==> src/hdl/fxf_pkg.sv <==
// Shared types and constants of the fixed-point to IEEE754 conversion core.
// Depends on nothing; imported by fxf_pack, the top level and the checker.
package fxf_pkg;

   // Default widths of the fixed-point magnitude.
   localparam int INT_BITS_DEF  = 32;
   localparam int FRAC_BITS_DEF = 52;

   // Target format codes.
   typedef enum logic [1:0] {
      FMT_HALF   = 2'd0,
      FMT_SINGLE = 2'd1,
      FMT_DOUBLE = 2'd2
   } fmt_type;

   // Field widths of the three formats.
   localparam int HALF_MBITS   = 10;
   localparam int HALF_EBITS   = 5;
   localparam int SINGLE_MBITS = 23;
   localparam int SINGLE_EBITS = 8;
   localparam int DOUBLE_MBITS = 52;
   localparam int DOUBLE_EBITS = 11;

   localparam int HALF_BIAS   = (1 << (HALF_EBITS - 1)) - 1;
   localparam int SINGLE_BIAS = (1 << (SINGLE_EBITS - 1)) - 1;
   localparam int DOUBLE_BIAS = (1 << (DOUBLE_EBITS - 1)) - 1;

   // Largest biased exponent of a normal number.
   localparam int HALF_EMAX   = (1 << HALF_EBITS) - 2;
   localparam int SINGLE_EMAX = (1 << SINGLE_EBITS) - 2;
   localparam int DOUBLE_EMAX = (1 << DOUBLE_EBITS) - 2;

   localparam int WORD_BITS = 64;

   // One packed result with its status flags.
   typedef struct packed {
      logic [WORD_BITS-1:0] word;
      logic                 ovf;
      logic                 unf;
   } result_type;

endpackage

==> src/hdl/fxf_lzd.sv <==
// Leading-one detector for the fixed-point magnitude of the conversion core.
// Depends on nothing outside this file.
module fxf_lzd #(
   parameter int W = 84
) (
   input  logic [W-1:0]         mag,
   output logic [$clog2(W)-1:0] lead,
   output logic                 zero
);

   localparam int LIW = $clog2(W);

   // Ascending scan: the highest set bit is the last one to write the index.
   always_comb begin
      lead = '0;
      for (int i = 0; i < W; i++) begin
         if (mag[i]) begin
            lead = LIW'(i);
         end
      end
      zero = (mag == '0);
   end

endmodule

==> src/hdl/fxf_pack.sv <==
// Normalizing shift, exponent range check and IEEE754 packing.
// Depends on fxf_pkg for the format codes, field widths and result struct.
module fxf_pack #(
   parameter int INT_BITS  = fxf_pkg::INT_BITS_DEF,
   parameter int FRAC_BITS = fxf_pkg::FRAC_BITS_DEF
) (
   input  logic [1:0]                              op,
   input  logic                                    sign,
   input  logic [INT_BITS+FRAC_BITS-1:0]           mag,
   input  logic [$clog2(INT_BITS+FRAC_BITS)-1:0]   lead,
   input  logic                                    zero,
   output fxf_pkg::result_type                     result
);

   import fxf_pkg::*;

   localparam int W   = INT_BITS + FRAC_BITS;
   localparam int LIW = $clog2(W);
   localparam int NW  = W + DOUBLE_MBITS;
   localparam int BW  = $clog2(W + 2048) + 1;

   logic [LIW-1:0]          shift;
   logic [NW-1:0]           norm;
   logic signed [BW-1:0]    bias_v;
   logic signed [BW-1:0]    emax_v;
   logic signed [BW-1:0]    biased;
   logic                    ovf;
   logic                    unf;
   logic                    normal;
   logic [DOUBLE_EBITS-1:0] exp_field;
   logic [HALF_MBITS-1:0]   mant_h;
   logic [SINGLE_MBITS-1:0] mant_s;
   logic [DOUBLE_MBITS-1:0] mant_d;

   always_comb begin
      // Bring the leading one to the top bit; the bits below it are the mantissa.
      shift = LIW'(W - 1) - lead;
      norm  = {mag, {DOUBLE_MBITS{1'b0}}} << shift;

      case (op)
         FMT_HALF: begin
            bias_v = BW'(HALF_BIAS);
            emax_v = BW'(HALF_EMAX);
         end
         FMT_SINGLE: begin
            bias_v = BW'(SINGLE_BIAS);
            emax_v = BW'(SINGLE_EMAX);
         end
         default: begin
            bias_v = BW'(DOUBLE_BIAS);
            emax_v = BW'(DOUBLE_EMAX);
         end
      endcase

      // The binary point lies FRAC_BITS places above bit 0 of the magnitude.
      biased = $signed(BW'(lead)) + bias_v - $signed(BW'(FRAC_BITS));
      ovf    = !zero && (biased > emax_v);
      unf    = !zero && (biased < $signed(BW'(1)));
      normal = !zero && !ovf && !unf;

      if (ovf) begin
         exp_field = '1;
      end else if (normal) begin
         exp_field = biased[DOUBLE_EBITS-1:0];
      end else begin
         exp_field = '0;
      end

      mant_h = normal ? norm[NW-2 -: HALF_MBITS]   : '0;
      mant_s = normal ? norm[NW-2 -: SINGLE_MBITS] : '0;
      mant_d = normal ? norm[NW-2 -: DOUBLE_MBITS] : '0;

      case (op)
         FMT_HALF: begin
            result.word = {{(WORD_BITS - HALF_MBITS - HALF_EBITS - 1){1'b0}},
                           sign, exp_field[HALF_EBITS-1:0], mant_h};
         end
         FMT_SINGLE: begin
            result.word = {{(WORD_BITS - SINGLE_MBITS - SINGLE_EBITS - 1){1'b0}},
                           sign, exp_field[SINGLE_EBITS-1:0], mant_s};
         end
         default: begin
            result.word = {sign, exp_field, mant_d};
         end
      endcase
      result.ovf = ovf;
      result.unf = unf;
   end

endmodule

==> src/hdl/fixed_to_ieee754_float_core.sv <==
// Top level of the fixed-point to IEEE754 half, single and double converter.
// Depends on fxf_pkg, fxf_lzd and fxf_pack.
//
// The core converts a sign and an unsigned fixed-point magnitude (an integer
// part of INT_BITS bits and a binary fraction of FRAC_BITS bits) into a packed
// IEEE754 word, right aligned for the format chosen by req_opcode (0 half,
// 1 single, 2 or 3 double). The mantissa is truncated, never rounded. A zero
// magnitude gives a signed zero, a value beyond the format's range gives a
// signed infinity with rsp_overflow_flag set, and a nonzero value below the
// smallest normal number gives a signed zero with rsp_underflow_flag set.
// A transfer is taken at every rising edge where start is high and busy is
// low; busy is high only while reset is held, so the core takes one item in
// every clock cycle. Each result passes the input register, the register after
// the leading-one detector and the result register after the normalizing shift
// and packing logic, and appears for one cycle only, marked by rsp_strobe;
// results leave in the order their items came in. The receiver cannot stall the
// core: it must take each result in the cycle that rsp_strobe marks.
module fixed_to_ieee754_float_core #(
   parameter int INT_BITS  = fxf_pkg::INT_BITS_DEF,
   parameter int FRAC_BITS = fxf_pkg::FRAC_BITS_DEF
) (
   input  logic                 clock,
   input  logic                 reset,
   input  logic                 start,
   output logic                 busy,
   input  logic [1:0]           req_opcode,
   input  logic                 req_sign_bit,
   input  logic [INT_BITS-1:0]  req_integer_part,
   input  logic [FRAC_BITS-1:0] req_fraction_part,
   output logic                 rsp_strobe,
   output logic [63:0]          rsp_encoded_word,
   output logic                 rsp_overflow_flag,
   output logic                 rsp_underflow_flag
);

   import fxf_pkg::*;

   localparam int W   = INT_BITS + FRAC_BITS;
   localparam int LIW = $clog2(W);

   // The core holds off new items only while it is being reset.
   assign busy = reset;

   logic accept;
   assign accept = start && !busy;

   // Input register stage: the raw item with the magnitude joined into one word.
   logic         a_valid_ff, a_valid_in;
   logic [1:0]   a_op_ff;
   logic         a_sign_ff;
   logic [W-1:0] a_mag_ff;

   // Second stage: the item together with the position of its leading one.
   logic           b_valid_ff, b_valid_in;
   logic [1:0]     b_op_ff;
   logic           b_sign_ff;
   logic [W-1:0]   b_mag_ff;
   logic [LIW-1:0] b_lead_ff, b_lead_in;
   logic           b_zero_ff, b_zero_in;

   // Result register stage.
   logic       c_valid_ff, c_valid_in;
   result_type c_result_ff, c_result_in;

   assign a_valid_in = accept;
   assign b_valid_in = a_valid_ff;
   assign c_valid_in = b_valid_ff;

   always_ff @(posedge clock) begin
      if (reset) begin
         a_valid_ff <= 1'b0;
         b_valid_ff <= 1'b0;
         c_valid_ff <= 1'b0;
      end else begin
         a_valid_ff <= a_valid_in;
         b_valid_ff <= b_valid_in;
         c_valid_ff <= c_valid_in;
      end
   end

   // Payload registers follow their valid bits and need no reset.
   always_ff @(posedge clock) begin
      a_op_ff     <= req_opcode;
      a_sign_ff   <= req_sign_bit;
      a_mag_ff    <= {req_integer_part, req_fraction_part};
      b_op_ff     <= a_op_ff;
      b_sign_ff   <= a_sign_ff;
      b_mag_ff    <= a_mag_ff;
      b_lead_ff   <= b_lead_in;
      b_zero_ff   <= b_zero_in;
      c_result_ff <= c_result_in;
   end

   fxf_lzd #(
      .W (W)
   ) u_fxf_lzd (
      .mag  (a_mag_ff),
      .lead (b_lead_in),
      .zero (b_zero_in)
   );

   fxf_pack #(
      .INT_BITS  (INT_BITS),
      .FRAC_BITS (FRAC_BITS)
   ) u_fxf_pack (
      .op     (b_op_ff),
      .sign   (b_sign_ff),
      .mag    (b_mag_ff),
      .lead   (b_lead_ff),
      .zero   (b_zero_ff),
      .result (c_result_in)
   );

   assign rsp_strobe         = c_valid_ff;
   assign rsp_encoded_word   = c_result_ff.word;
   assign rsp_overflow_flag  = c_result_ff.ovf;
   assign rsp_underflow_flag = c_result_ff.unf;

endmodule

==> config.mk <==
export PLATFORM = sky130hd
export DESIGN_NAME = fixed_to_ieee754_float_core
export DESIGN_NICKNAME = d
export VERILOG_FILES = /design/src/hdl/fxf_pkg.sv /design/src/hdl/fxf_lzd.sv /design/src/hdl/fxf_pack.sv /design/src/hdl/fixed_to_ieee754_float_core.sv
export SDC_FILE = /design/constraint.sdc
export NUM_CORES = 1
export LEC_CHECK = 0
export BUFFER_PORTS_ARGS = -buffer_cell sky130_fd_sc_hd__clkbuf_2
export CORE_AREA = 5 5 159 161
export CTS_BUF_LIST = sky130_fd_sc_hd__clkbuf_4
export CTS_CLUSTER_SIZE = 16
export DETAILED_ROUTE_END_ITERATION = 7
export DIE_AREA = 0 0 164 166
export PLACE_DENSITY = 0.78
export SYNTH_ARGS = -nofsm -noshare
export SYNTH_HDL_FRONTEND = slang
export SYNTH_SLANG_ARGS = --single-unit
==> constraint.sdc <==
create_clock -name clock -period 5.1 [get_ports clock]
set_input_delay 0.255 -clock clock [delete_from_list [all_inputs] [get_ports clock]]
set_output_delay 0.255 -clock clock [all_outputs]
set_load 0.02 [all_outputs]
# Word-level counts from Yosys, hierarchy flattened
# Cells that the tools add are included.
dict set report totals {
  elab_cells 128
  input_bits 90
  regBits 251
}
dict set report op_classes {
  n_addsub 3
  n_mux 90
  n_eq_ne 1
  reduce_logical 14
  magnitude_cmp 2
  shifts 1
}
# operator count
set ops {}
lappend ops {{$mux 6} 32}
lappend ops {{$mux 5} 32}
lappend ops {{$shl 136x7->135} 1}
lappend ops {{$pmux 64 s2} 1}
lappend ops {{$logic_not 84->1} 1}
lappend ops {{$mux 52} 1}
lappend ops {{$mux 4} 8}
lappend ops {{$mux 23} 1}
lappend ops {{$mux 11} 2}
lappend ops {{$pmux 11 s2} 1}
lappend ops {{$pmux 10 s2} 1}
lappend ops {{$reduce_or 20->1} 1}
lappend ops {{$gt 13x12->1} 1}
lappend ops {{$lt 13x2->1 const B} 1}
lappend ops {{$sub 13x7->13 const B} 1}
lappend ops {{$mux 3} 4}
lappend ops {{$add 7x10->11} 1}
lappend ops {{$mux 10} 1}
lappend ops {{$mux 2} 4}
lappend ops {{$sub 7x7->7 const A} 1}
lappend ops {{$logic_and 1x1->1} 5}
lappend ops {{$logic_not 1->1} 4}
lappend ops {{$reduce_or 4->1} 1}
lappend ops {{$eq 2x1->1 const B} 1}
lappend ops {{other kinds (3)} 4}

# Logic depth before layout (Yosys ltp)
# Gate-level depths: netlist of run 1.
dict set report logic_depth {
  ltp_word 82
  depth_mapped 23
  mapped_depth_nobuf 19
}

# Hierarchy
# A second synthesis of run 1 with hierarchy kept.
dict set report hier_totals {
  cells_unflattened 1317
  hier_area_um2 13499.2
}
# mod cells_each n_inst area_per_inst_um2
set by_module_without_submodules {}
lappend by_module_without_submodules {fxf_pack 874 1 7419.6}
lappend by_module_without_submodules {fixed_to_ieee754_float_core 255 1 5051.1}
lappend by_module_without_submodules {fxf_lzd 188 1 1028.5}

# Least setup slack after synthesis of run 1
# Ideal clock, no wire load.
dict set report synth_timing {
  path_type {reg-to-reg}
  startpoint {reg b_lead_ff[2]}
  endpoint {reg c_result_ff (netlist bit rsp_encoded_word[2])}
  slack_ns 0.333
  n_path_buf 5
  stages_incl_launch_ff 23
  t_arrival_ns 4.694
  required_ns 5.027
  cell_sequence {dfxtp_1 > buf_6 > inv_2 > buf_1 > buf_2 > buf_2 > ha_1 > and2_1 > o21ai_1 > xor2_1 > o21bai_1 > o21ai_0 > o2bb2ai_1 > ha_1 > a21o_1 > a21oi_1 > a22o_1 > a31o_2 > nand3b_1 > nand2b_1 > buf_2 > or3_1 > o211ai_2}
}
# element line_no
set synth_rtl {}
lappend synth_rtl {{start: declaration} fixed_to_ieee754_float_core.sv:58} ;# logic [LIW-1:0] b_lead_ff, b_lead_in;
lappend synth_rtl {{start signal: assignment} fixed_to_ieee754_float_core.sv:89} ;# b_lead_ff <= b_lead_in;
lappend synth_rtl {{end signal: assignment} fixed_to_ieee754_float_core.sv:91} ;# c_result_ff <= c_result_in;
lappend synth_rtl {{end: declaration} fixed_to_ieee754_float_core.sv:63} ;# result_type c_result_ff, c_result_in;

==> results.cfg, run 1 <==
[global_route]
grt-busiest-layer = met2
met1_usage = 0.401
grt_pass1_vias = 11700
grt_max_degree = 80
grt_use_met2 = 0.483
groute.usage.overall = 0.307
use_met3 = 0.0638
grt_overflow = 0
antenna_found_initial = 1
grt_pass1_wl_mm = 66.5

[logic_synthesis]
yosysWarnings = 0
avgSynthCellArea_um2 = 9.70
synthCells = 1318
ys_async_sr_fraction = 0
netlist_area_um2 = 12800
synth_cell_types = 77
synth_edf_count = 0
synth_top_flop_cell = dfxtp_1
yosysSeqAreaShare = 0.392
ys_ff_latch = 250
syn-num-nets = 1422

[clock_tree]
numCtsBuffers = 59
clk_latency_ns = 0.71
cts_buffer_depth = 3
clkTransAtPathRegs_ns = 0.09
cts.sinks = 250
htree_levels = 2
cts_root_buf = clkbuf_4
cts_tree = built
post-cts-setup-buffers = 0

[routing]
ant_nets = 0
dr_total_vias = 12000
drtIter0Drc = 1144
via_per_inst = 6.17
wirelength_mm = 42.7
dr.pass1.iters = 6
wire_per_inst_um = 21.9
drc = 0

[place]
dp_hpwl_mm = 31.1
dp.cells = 1747
place_area_um2 = 13800
port_buffers = 157
place_congestion = 1.02
pre_cts_ws_ns = 0.362

[timing]
relSlewSlack = 0.303
fin_ws_ns = 0.410
finalHoldViolations = 0
fmax_mhz = 213
setup_tns_ns = 0
slew_violations = 0
skew_ns = 0.0300
finalCriticalPeriod_ns = 4.69
rsz0062_at_grt = no
timing.final.setup_violations = 0
period_share = 0.920
worst_slew_pin_slew_ns = 1.04

[layout]
final_area_um2 = 15500
final_layout_size_suffix_gt1_frac = 0.260
final_util = 0.651
final_nets = 1677
synthToLayoutAreaGrowth_pct = 21.3
fin_cells = 1946

[power_and_ir_drop]
power_density_nw_per_um2 = 356
p_leak_nw = 6.60
vdd_drop_max_mv = 0.289

[die]
core_area_um2 = 23800
fp-row-count = 57
die_area_um2 = 27200
die_h_um = 166
initial_core_util = 0.537
num_io_pins = 158
die_w_um = 164

[setup_path]
start_kind = register
required_ns = 5.68
crit_arrival_ns = 5.27
endpoint_kind = register
worstSetupPathType = reg2reg
cp_max_fo = 12

[run]
maxCapViolCount = 0

[min_path]
hold_path.class = in2reg

[status]
status = finished clean
## layer usage
layer,share of wire,up-vias
met2,0.46,742
met1,0.39,5608
li1,-,5499
met3,0.095,163
met4,0.059,0
met5,0,-
## flip-flops by register name, summed over array words and instances, names as in the netlist, 2 cells and up
name and flops:
a_op_ff 2, b_op_ff 2, a_mag_ff 84, rsp_encoded_word 64
b_mag_ff 83, b_lead_ff 7
## path summary, 6_finish.rpt
check	slack, ns	depth (start not counted)	end	from
setup / recovery	0.41	20	rsp_encoded_word[10]$_DFF_P_	b_lead_ff[0]$_SDFF_PP1_
hold / removal	0.18	2	a_mag_ff[76]$_DFF_P_	req_integer_part[24]
setup reg to reg	0.41	20	rsp_encoded_word[10]$_DFF_P_	b_lead_ff[0]$_SDFF_PP1_
hold reg to reg	0.33	0	b_op_ff[1]$_DFF_P_	a_op_ff[1]$_DFF_P_
## cell type report
| class | instances | area (um^2) |
|---|---|---|
| well taps | 324 | 405 |
| inverters | 31 | 116 |
| repair buffers | 272 | 1870 |
| flip-flops and latches | 250 | 5010 |
| clock inverters | 25 | 164 |
| diodes | 2 | 5.00 |
| fillers | 1946 | 8310 |
| clock buffers | 83 | 623 |
| multi-input cells | 959 | 7310 |
## logic make-up after synthesis
| logic type | after synthesis | synth area share |
|---|---|---|
| and+or+nand+nor | 423 | 0.147 |
| AOI/OAI and AO/OA | 326 | 0.173 |
| DFF | 250 | 0.392 |
| muxes | 179 | 0.221 |
| buffers and inverters | 109 | 0.0415 |
| xor gates and xnor gates | 17 | 0.0116 |
| adders and majority gates | 14 | 0.0137 |
## power by group
part	switching [mW]	internal (mW)	total, mW
clock	0.804	0.862	1.67
sequential	0.112	2.14	2.25
combinational	0.984	0.618	1.60
total	1.90	3.62	5.52
## critical path, stage by stage (launching register included)
cell	delay, ns
dfxtp_4	0.35
clkinv_1	0.23
ha_1	0.37
xnor2_1	0.22
ha_1	0.24
nand4b_1	0.17
a211oi_1	0.08
or3_1	0.50
nor3_1	0.29
nor2_1	0.11
a21o_1	0.19
ha_1	0.29
nand3_1	0.09
nor3_1	0.18
a22o_1	0.15
a31o_2	0.11
nand2_1	0.08
nor3b_1	0.16
buf_4	0.20
a21o_1	0.20
a221o_1	0.36
## synth_stat cells (10+ instances only)
library cell,count,share of area
a211oi_1,13,0.0076
a21o_1,10,0.0059
a21oi_1,71,0.028
buf_1,10,0.0029
buf_2,13,0.0051
buf_4,12,0.0070
clkbuf_1,35,0.010
dfxtp_1,250,0.39
ha_1,14,0.014
inv_1,28,0.0082
mux2_2,40,0.035
mux2i_1,60,0.047
mux4_2,79,0.14
nand2_1,142,0.042
nand3_1,20,0.0078
nor2_1,154,0.045
nor3_1,36,0.014
nor4_1,19,0.0093
o211ai_1,22,0.013
o21ai_0,66,0.026
o221ai_1,13,0.0089
o22ai_1,31,0.015
xnor2_1,13,0.0089
## cells in the final DEF (no fill, tap or decap), types with 9 or more instances in the layout
master | Yosys | routed
a211oi_1 | 13 | 13
a21o_1 | 10 | 10
a21oi_1 | 71 | 71
a22oi_1 | 9 | 9
buf_4 | 12 | 26
clkbuf_2 | 0 | 157
clkbuf_4 | 0 | 83
clkinv_1 | 2 | 19
dfxtp_1 | 250 | 248
dlygate4sd3_1 | 0 | 89
ha_1 | 14 | 13
inv_1 | 28 | 28
mux2_2 | 40 | 40
mux2i_1 | 60 | 60
mux4_2 | 79 | 79
nand2_1 | 142 | 140
nand3_1 | 20 | 20
nor2_1 | 154 | 154
nor3_1 | 36 | 36
nor4_1 | 19 | 19
o211ai_1 | 22 | 22
o21ai_0 | 66 | 66
o221ai_1 | 13 | 13
o22ai_1 | 31 | 31
o31ai_1 | 9 | 9
xnor2_1 | 13 | 11
## what timing repair did
action                     in CTS  in global routing
hold buffers                   89                  0
gates resized for setup         0                  3
hold endpoints to repair       90                  0
setup endpoints to repair       0                 24
## through the flow
step / power, mW / hold slack [ns]
2_1_floorplan: 3.28 / 0.283
3_5_place_dp: 3.79 / 0.318
5_1_grt: 5.76 / 0.125
3_3_place_gp: 3.78 / 0.312
6_report: 5.52 / 0.182
4_1_cts: 5.49 / 0.127
Power figures use the tool's default switching activity.
==> inputs of run 2 (changes only) <==
- CELL_PAD_IN_SITES_DETAIL_PLACEMENT: not set -> 0
- CELL_PAD_IN_SITES_GLOBAL_PLACEMENT: not set -> 1
- CORE_AREA: 5 5 159 161 -> 5 5 181 183
- DIE_AREA: 0 0 164 166 -> 0 0 186 188
- PLACE_DENSITY: 0.78 -> not set
- PLACE_DENSITY_LB_ADDON: not set -> 0.1
==> run 2 against run 1 <==
  * Global-route usage fell by 5.2 points
  * Non-clock buffer count rose by 4
  * Clock skew rose by 0.0060 ns
  * First-iteration DRC count fell by 1.3%
  * Combinational power rose by 2%
  * Total power fell by 2.1%
  * Register-to-register slack improved by 0.20 ns
  * Worst setup slack improved by 0.20 ns
  * Sequential power barely moved
  * Hold slack got worse by 0.017 ns
  * Via count fell by 3.1%
  * Maximum frequency rose by 4.5%
  * Critical endpoint is now rsp_encoded_word[41]$_DFF_P_
  * Highest routed layer unchanged
==> results.cfg, run 2 (synthesized netlist as in run 1, its figures left out) <==
[clock_tree]
clkTransAtPathRegs_ns = 0.07
htree_levels = 2
cts_hold_buf = 89
cts.sinks = 250
cts_tree = built
clk_latency_ns = 0.73
cts_buffer_depth = 3
numCtsBuffers = 60
post-cts-setup-buffers = 0
cts_resized = 0
cts_root_buf = clkbuf_4

[routing]
wire_per_inst_um = 22.7
wirelength_mm = 45.7
dr.pass1.iters = 6
dr_total_vias = 11600
via_per_inst = 5.77
drc = 0
drtIter0Drc = 1129
ant_nets = 0

[setup_path]
timing.rr.start = b_lead_ff[2]$_SDFF_PP0_
cp_slowest_cell = or3_1
crit_arrival_ns = 5.12
setup.worst_path.start = b_lead_ff[2]$_SDFF_PP0_
required_ns = 5.73
path_cells = buf_4 -> xnor2_1 -> ha_1 -> nand4b_1 -> a211oi_1 -> or3_1 -> nor3_1 -> nor2_1 -> a21o_1 -> ha_1 -> nand3_1 -> nor3_1 -> a22o_1 -> a31o_2 -> nand2_1 -> nor2_1 -> nand2_1 -> nor2_1
start_kind = register
cp.depth = 18
r2r-end = rsp_encoded_word[41]$_DFF_P_
crit_end = rsp_encoded_word[41]$_DFF_P_
cp_num_buf_inv = 1
reg2reg_slack_ns = 0.61
endpoint_kind = register
cpLargestDelayFamily = simple AND/OR/NAND/NOR gates
slowest_delay_ns = 0.50
cp_max_fo = 34
worstSetupPathType = reg2reg
ff2ff_path_depth = 18
crit_top_cell = nor2_1

[min_path]
hold_path.class = in2reg
holdPathStages = 2
min_from = req_fraction_part[2]

[layout]
synthToLayoutAreaGrowth_pct = 21.6
largest_register_ffs = 84
n_fill_cell = 2943
final_common_cell = dfxtp_1
area.sequential_um2 = 5010
final_nets = 1682
multi_input_comb_area_um2 = 7300
final_area_um2 = 15500
final_cell_mix = dfxtp_1, clkbuf_2, nor2_1
max_flop_register = a_mag_ff
final_layout_size_suffix_gt1_frac = 0.259

[die]
die_w_um = 186
num_io_pins = 158
die_area_um2 = 35000
initial_core_util = 0.411
fp-row-count = 65
die_h_um = 188
core_area_um2 = 31100

[global_route]
groute.usage.overall = 0.255
grt_max_degree = 72
grt_pass1_wl_mm = 68.6
grt_pass1_vias = 11200
antenna_found_initial = 1
grt_overflow = 0

[place]
place_congestion = 0.957
place_area_um2 = 13900
port_buffers = 157
dp_hpwl_mm = 35.9

[timing]
finalCriticalPeriod_ns = 4.49
worst_slew_pin_slew_ns = 1.07
finalHoldViolations = 0
slew_violations = 0
relSlewSlack = 0.287
period_share = 0.880
fmax_mhz = 223
timing.final.setup_violations = 0
rsz0062_at_grt = no
setup_tns_ns = 0
skew_ns = 0.0360

[status]
status = finished clean

[power_and_ir_drop]
p_total_mw = 5.40
power_density_nw_per_um2 = 348
p_leak_nw = 6.57
vdd_drop_max_mv = 0.221

[run]
maxCapViolCount = 0
-- run 2: cell types whose count changed in the layout (fill, tap and decap cells not counted), sizes merged --
| cell | previous run | this run |
|---|---|---|
| bufinv | 2 | 1 |
| diode | 2 | 3 |
| buf | 26 | 30 |
| clkinv | 23 | 16 |
| clkbuf | 240 | 237 |
-- run 2: power by group --
part           internal, mW  switching, mW
registers              2.14          0.107
logic                 0.622           1.02
clock network         0.773          0.742
total                  3.54           1.87
-- run 2: how the worst min path moves through the flow --
stage	endpoint	slack [ns]
after floorplan	a_mag_ff[0]$_DFF_P_	0.28
after global placement	b_op_ff[1]$_DFF_P_	0.31
after detailed placement	b_sign_ff$_DFF_P_	0.31
after CTS	a_mag_ff[66]$_DFF_P_	0.09
after global routing	a_mag_ff[38]$_DFF_P_	0.11
final	a_mag_ff[2]$_DFF_P_	0.17
-- run 2: routing by layer --
metal | vias to the layer above | share of wire | global-route usage
met5 | - | 0 | 0
met4 | 0 | 0.035 | 0.0866
met3 | 95 | 0.054 | 0.0355
met2 | 411 | 0.46 | 0.408
met1 | 5644 | 0.45 | 0.355
li1 | 5495 | - | -
-- run 2: worst reg2reg max path, stage by stage, from the launching register on --
cell and delay [ns]:
dfxtp_1 0.34, buf_4 0.41, xnor2_1 0.20, ha_1 0.23
nand4b_1 0.17, a211oi_1 0.08, or3_1 0.50, nor3_1 0.28
nor2_1 0.12, a21o_1 0.19, ha_1 0.29, nand3_1 0.09
nor3_1 0.18, a22o_1 0.15, a31o_2 0.11, nand2_1 0.08
nor2_1 0.31, nand2_1 0.43, nor2_1 0.24
-- run 2: cell type report --
type,count,area share
multi-input combinational,959,0.470
timing repair buffer,276,0.122
tap,402,0.0324
inverter,31,0.00749
antenna,3,0.000483
clock buffer,80,0.0386
clock inverter,17,0.00652
sequential,250,0.322
-- run 2: stage by stage --
| stage | util | std cells | hold slack [ns] | setup slack (ns) |
|---|---|---|---|---|
| global route | 0.500 | 2018 | 0.112 | 0.193 |
| finish | 0.500 | 2018 | 0.165 | 0.614 |
| global placement | 0.449 | 1829 | 0.311 | 0.673 |
| detailed placement | 0.449 | 1829 | 0.312 | 0.654 |
| floorplan | - | 1318 | 0.283 | 0.333 |
| CTS | 0.500 | 2015 | 0.0906 | 0.616 |
==> inputs of run 3 (changes only) <==
- CAP_MARGIN: not set -> 20
- PLACE_DENSITY_LB_ADDON: 0.1 -> 0.12
- RECOVER_POWER: not set -> 25
==> run 3 against run 2 <==
  * Hold slack better by 0.020 ns
  * Sequential power about the same
  * Worst setup slack worse by 0.071 ns
  * Non-clock buffer count unchanged
  * Sequential share of layout area down 0.20 points
  * Global-route usage up 0.51 points
  * Largest power group unchanged
  * Highest routed layer unchanged
==> results.cfg, run 3 (synthesized netlist as in run 1, its figures left out) <==
[status]
status = finished clean

[clock_tree]
cts_tree = built
cts_buffer_depth = 3
post-cts-setup-buffers = 0
clkTransAtPathRegs_ns = 0.07
cts.sinks = 250
numCtsBuffers = 66
htree_levels = 3
cts_root_buf = clkbuf_4
clk_latency_ns = 0.70

[timing]
setup_tns_ns = 0
finalCriticalPeriod_ns = 4.56
finalHoldViolations = 0
fmax_mhz = 219
rsz0062_at_grt = no
worst_slew_pin_slew_ns = 1.04
skew_ns = 0.0397
timing.final.setup_violations = 0
period_share = 0.894
slew_violations = 0
relSlewSlack = 0.308

[place]
place_congestion = 0.966
port_buffers = 157
dp_hpwl_mm = 35.6

[layout]
largest_register_ffs = 84
synthToLayoutAreaGrowth_pct = 22.4
max_flop_register = a_mag_ff
final_cell_mix = dfxtp_1, clkbuf_2, nor2_1
final_layout_size_suffix_gt1_frac = 0.266
final_common_cell = dfxtp_1
final_nets = 1688

[routing]
wire_per_inst_um = 22.8
wirelength_mm = 46.2
via_per_inst = 5.73
dr.pass1.iters = 6
ant_nets = 0
drc = 0
drtIter0Drc = 819
dr_total_vias = 11600

[setup_path]
start_kind = register
cp_max_fo = 17
required_ns = 5.71
worstSetupPathType = reg2reg
crit_arrival_ns = 5.17
endpoint_kind = register

[run]
maxCapViolCount = 0

[min_path]
hold_path.class = in2reg

[global_route]
grt_overflow = 0
antenna_found_initial = 2
grt_max_degree = 73
groute.usage.overall = 0.260
grt_pass1_wl_mm = 69.8
grt_pass1_vias = 11400

[power_and_ir_drop]
power_density_nw_per_um2 = 359
vdd_drop_max_mv = 0.225
p_leak_nw = 6.63
p_total_mw = 5.62

[die]
die_h_um = 188
num_io_pins = 158
die_area_um2 = 35000
core_area_um2 = 31100
initial_core_util = 0.411
fp-row-count = 65
die_w_um = 186
==> run 3: cell count changes in the layout (fill, tap and decap cells not counted) <==
cell	delta
clkbuf_4	+12
clkinv_1	-5
bufinv_16	+1
clkinv_2	+1
clkinv_4	-1
clkinvlp_4	+1
diode_2	-1
inv_2	+1
inv_6	-1
==> run 3: critical path, stage by stage, from the launching register on <==
cell and delay [ns]:
dfxtp_4 0.34, clkinv_1 0.05, buf_4 0.20, nand3_1 0.14, xnor2_1 0.25, ha_1 0.25, nand4b_1 0.17, a211oi_1 0.08
or3_1 0.51, nor3_1 0.29, nor2_1 0.11, a21o_1 0.20, ha_1 0.30, nand3_1 0.09, nor3_1 0.18, a22o_1 0.15
a31o_2 0.12, nand2_1 0.08, nor2_1 0.30, nand2_1 0.43, nor2_1 0.25
==> run 3: per-stage QoR <==
| step | area (um^2) | setup slack [ns] | util | hold WS, ns | cells |
|---|---|---|---|---|---|
| 2_1_floorplan | 12800 | 0.333 | - | 0.283 | 1318 |
| 3_3_place_gp | 13900 | 0.657 | 0.449 | 0.312 | 1829 |
| 3_5_place_dp | 13900 | 0.537 | 0.449 | 0.319 | 1829 |
| 4_1_cts | 15600 | 0.500 | 0.503 | 0.124 | 2024 |
| 5_1_grt | 15600 | 0.178 | 0.504 | 0.138 | 2026 |
| 6_report | 15600 | 0.542 | 0.504 | 0.185 | 2026 |
==> run 3: cell type report <==
class / count / area (um^2)
Fill cell: 2973 / 15400
Multi-Input combinational cell: 959 / 7300
Sequential cell: 250 / 5010
Timing Repair Buffer: 276 / 1900
Clock buffer: 92 / 691
Tap cell: 402 / 503
Inverter: 31 / 116
Clock inverter: 14 / 111
Antenna cell: 2 / 5.00
==> run 3: report_power, final <==
group / switching [mW] / internal, mW
clock network: 0.796 / 0.925
logic: 1.01 / 0.627
registers: 0.109 / 2.14
==> run 3: metal layers <==
layer	GRT usage	wire, um	share of wire	vias to the layer above
li1	-	-	-	5500
met1	0.362	20500	0.44	5565
met2	0.398	20700	0.45	456
met3	0.0555	3300	0.071	96
met4	0.0978	1710	0.037	0
met5	0	0	0	-
==> run 3: worst paths after layout <==
check / startpoint / endpoint / slack, ns / cells after the start
max: b_lead_ff[0]$_SDFF_PP1_ / rsp_encoded_word[46]$_DFF_P_ / 0.54 / 20
min: req_fraction_part[39] / a_mag_ff[39]$_DFF_P_ / 0.19 / 2
max reg2reg: b_lead_ff[0]$_SDFF_PP1_ / rsp_encoded_word[46]$_DFF_P_ / 0.54 / 20
min reg2reg: a_op_ff[1]$_DFF_P_ / b_op_ff[1]$_DFF_P_ / 0.33 / 0
==> run 3: timing repair <==
action,CTS,global route
resized for setup,0,0
hold buffers,89,0
endpoints found under the hold margin,90,0
endpoints found under the setup margin,0,0
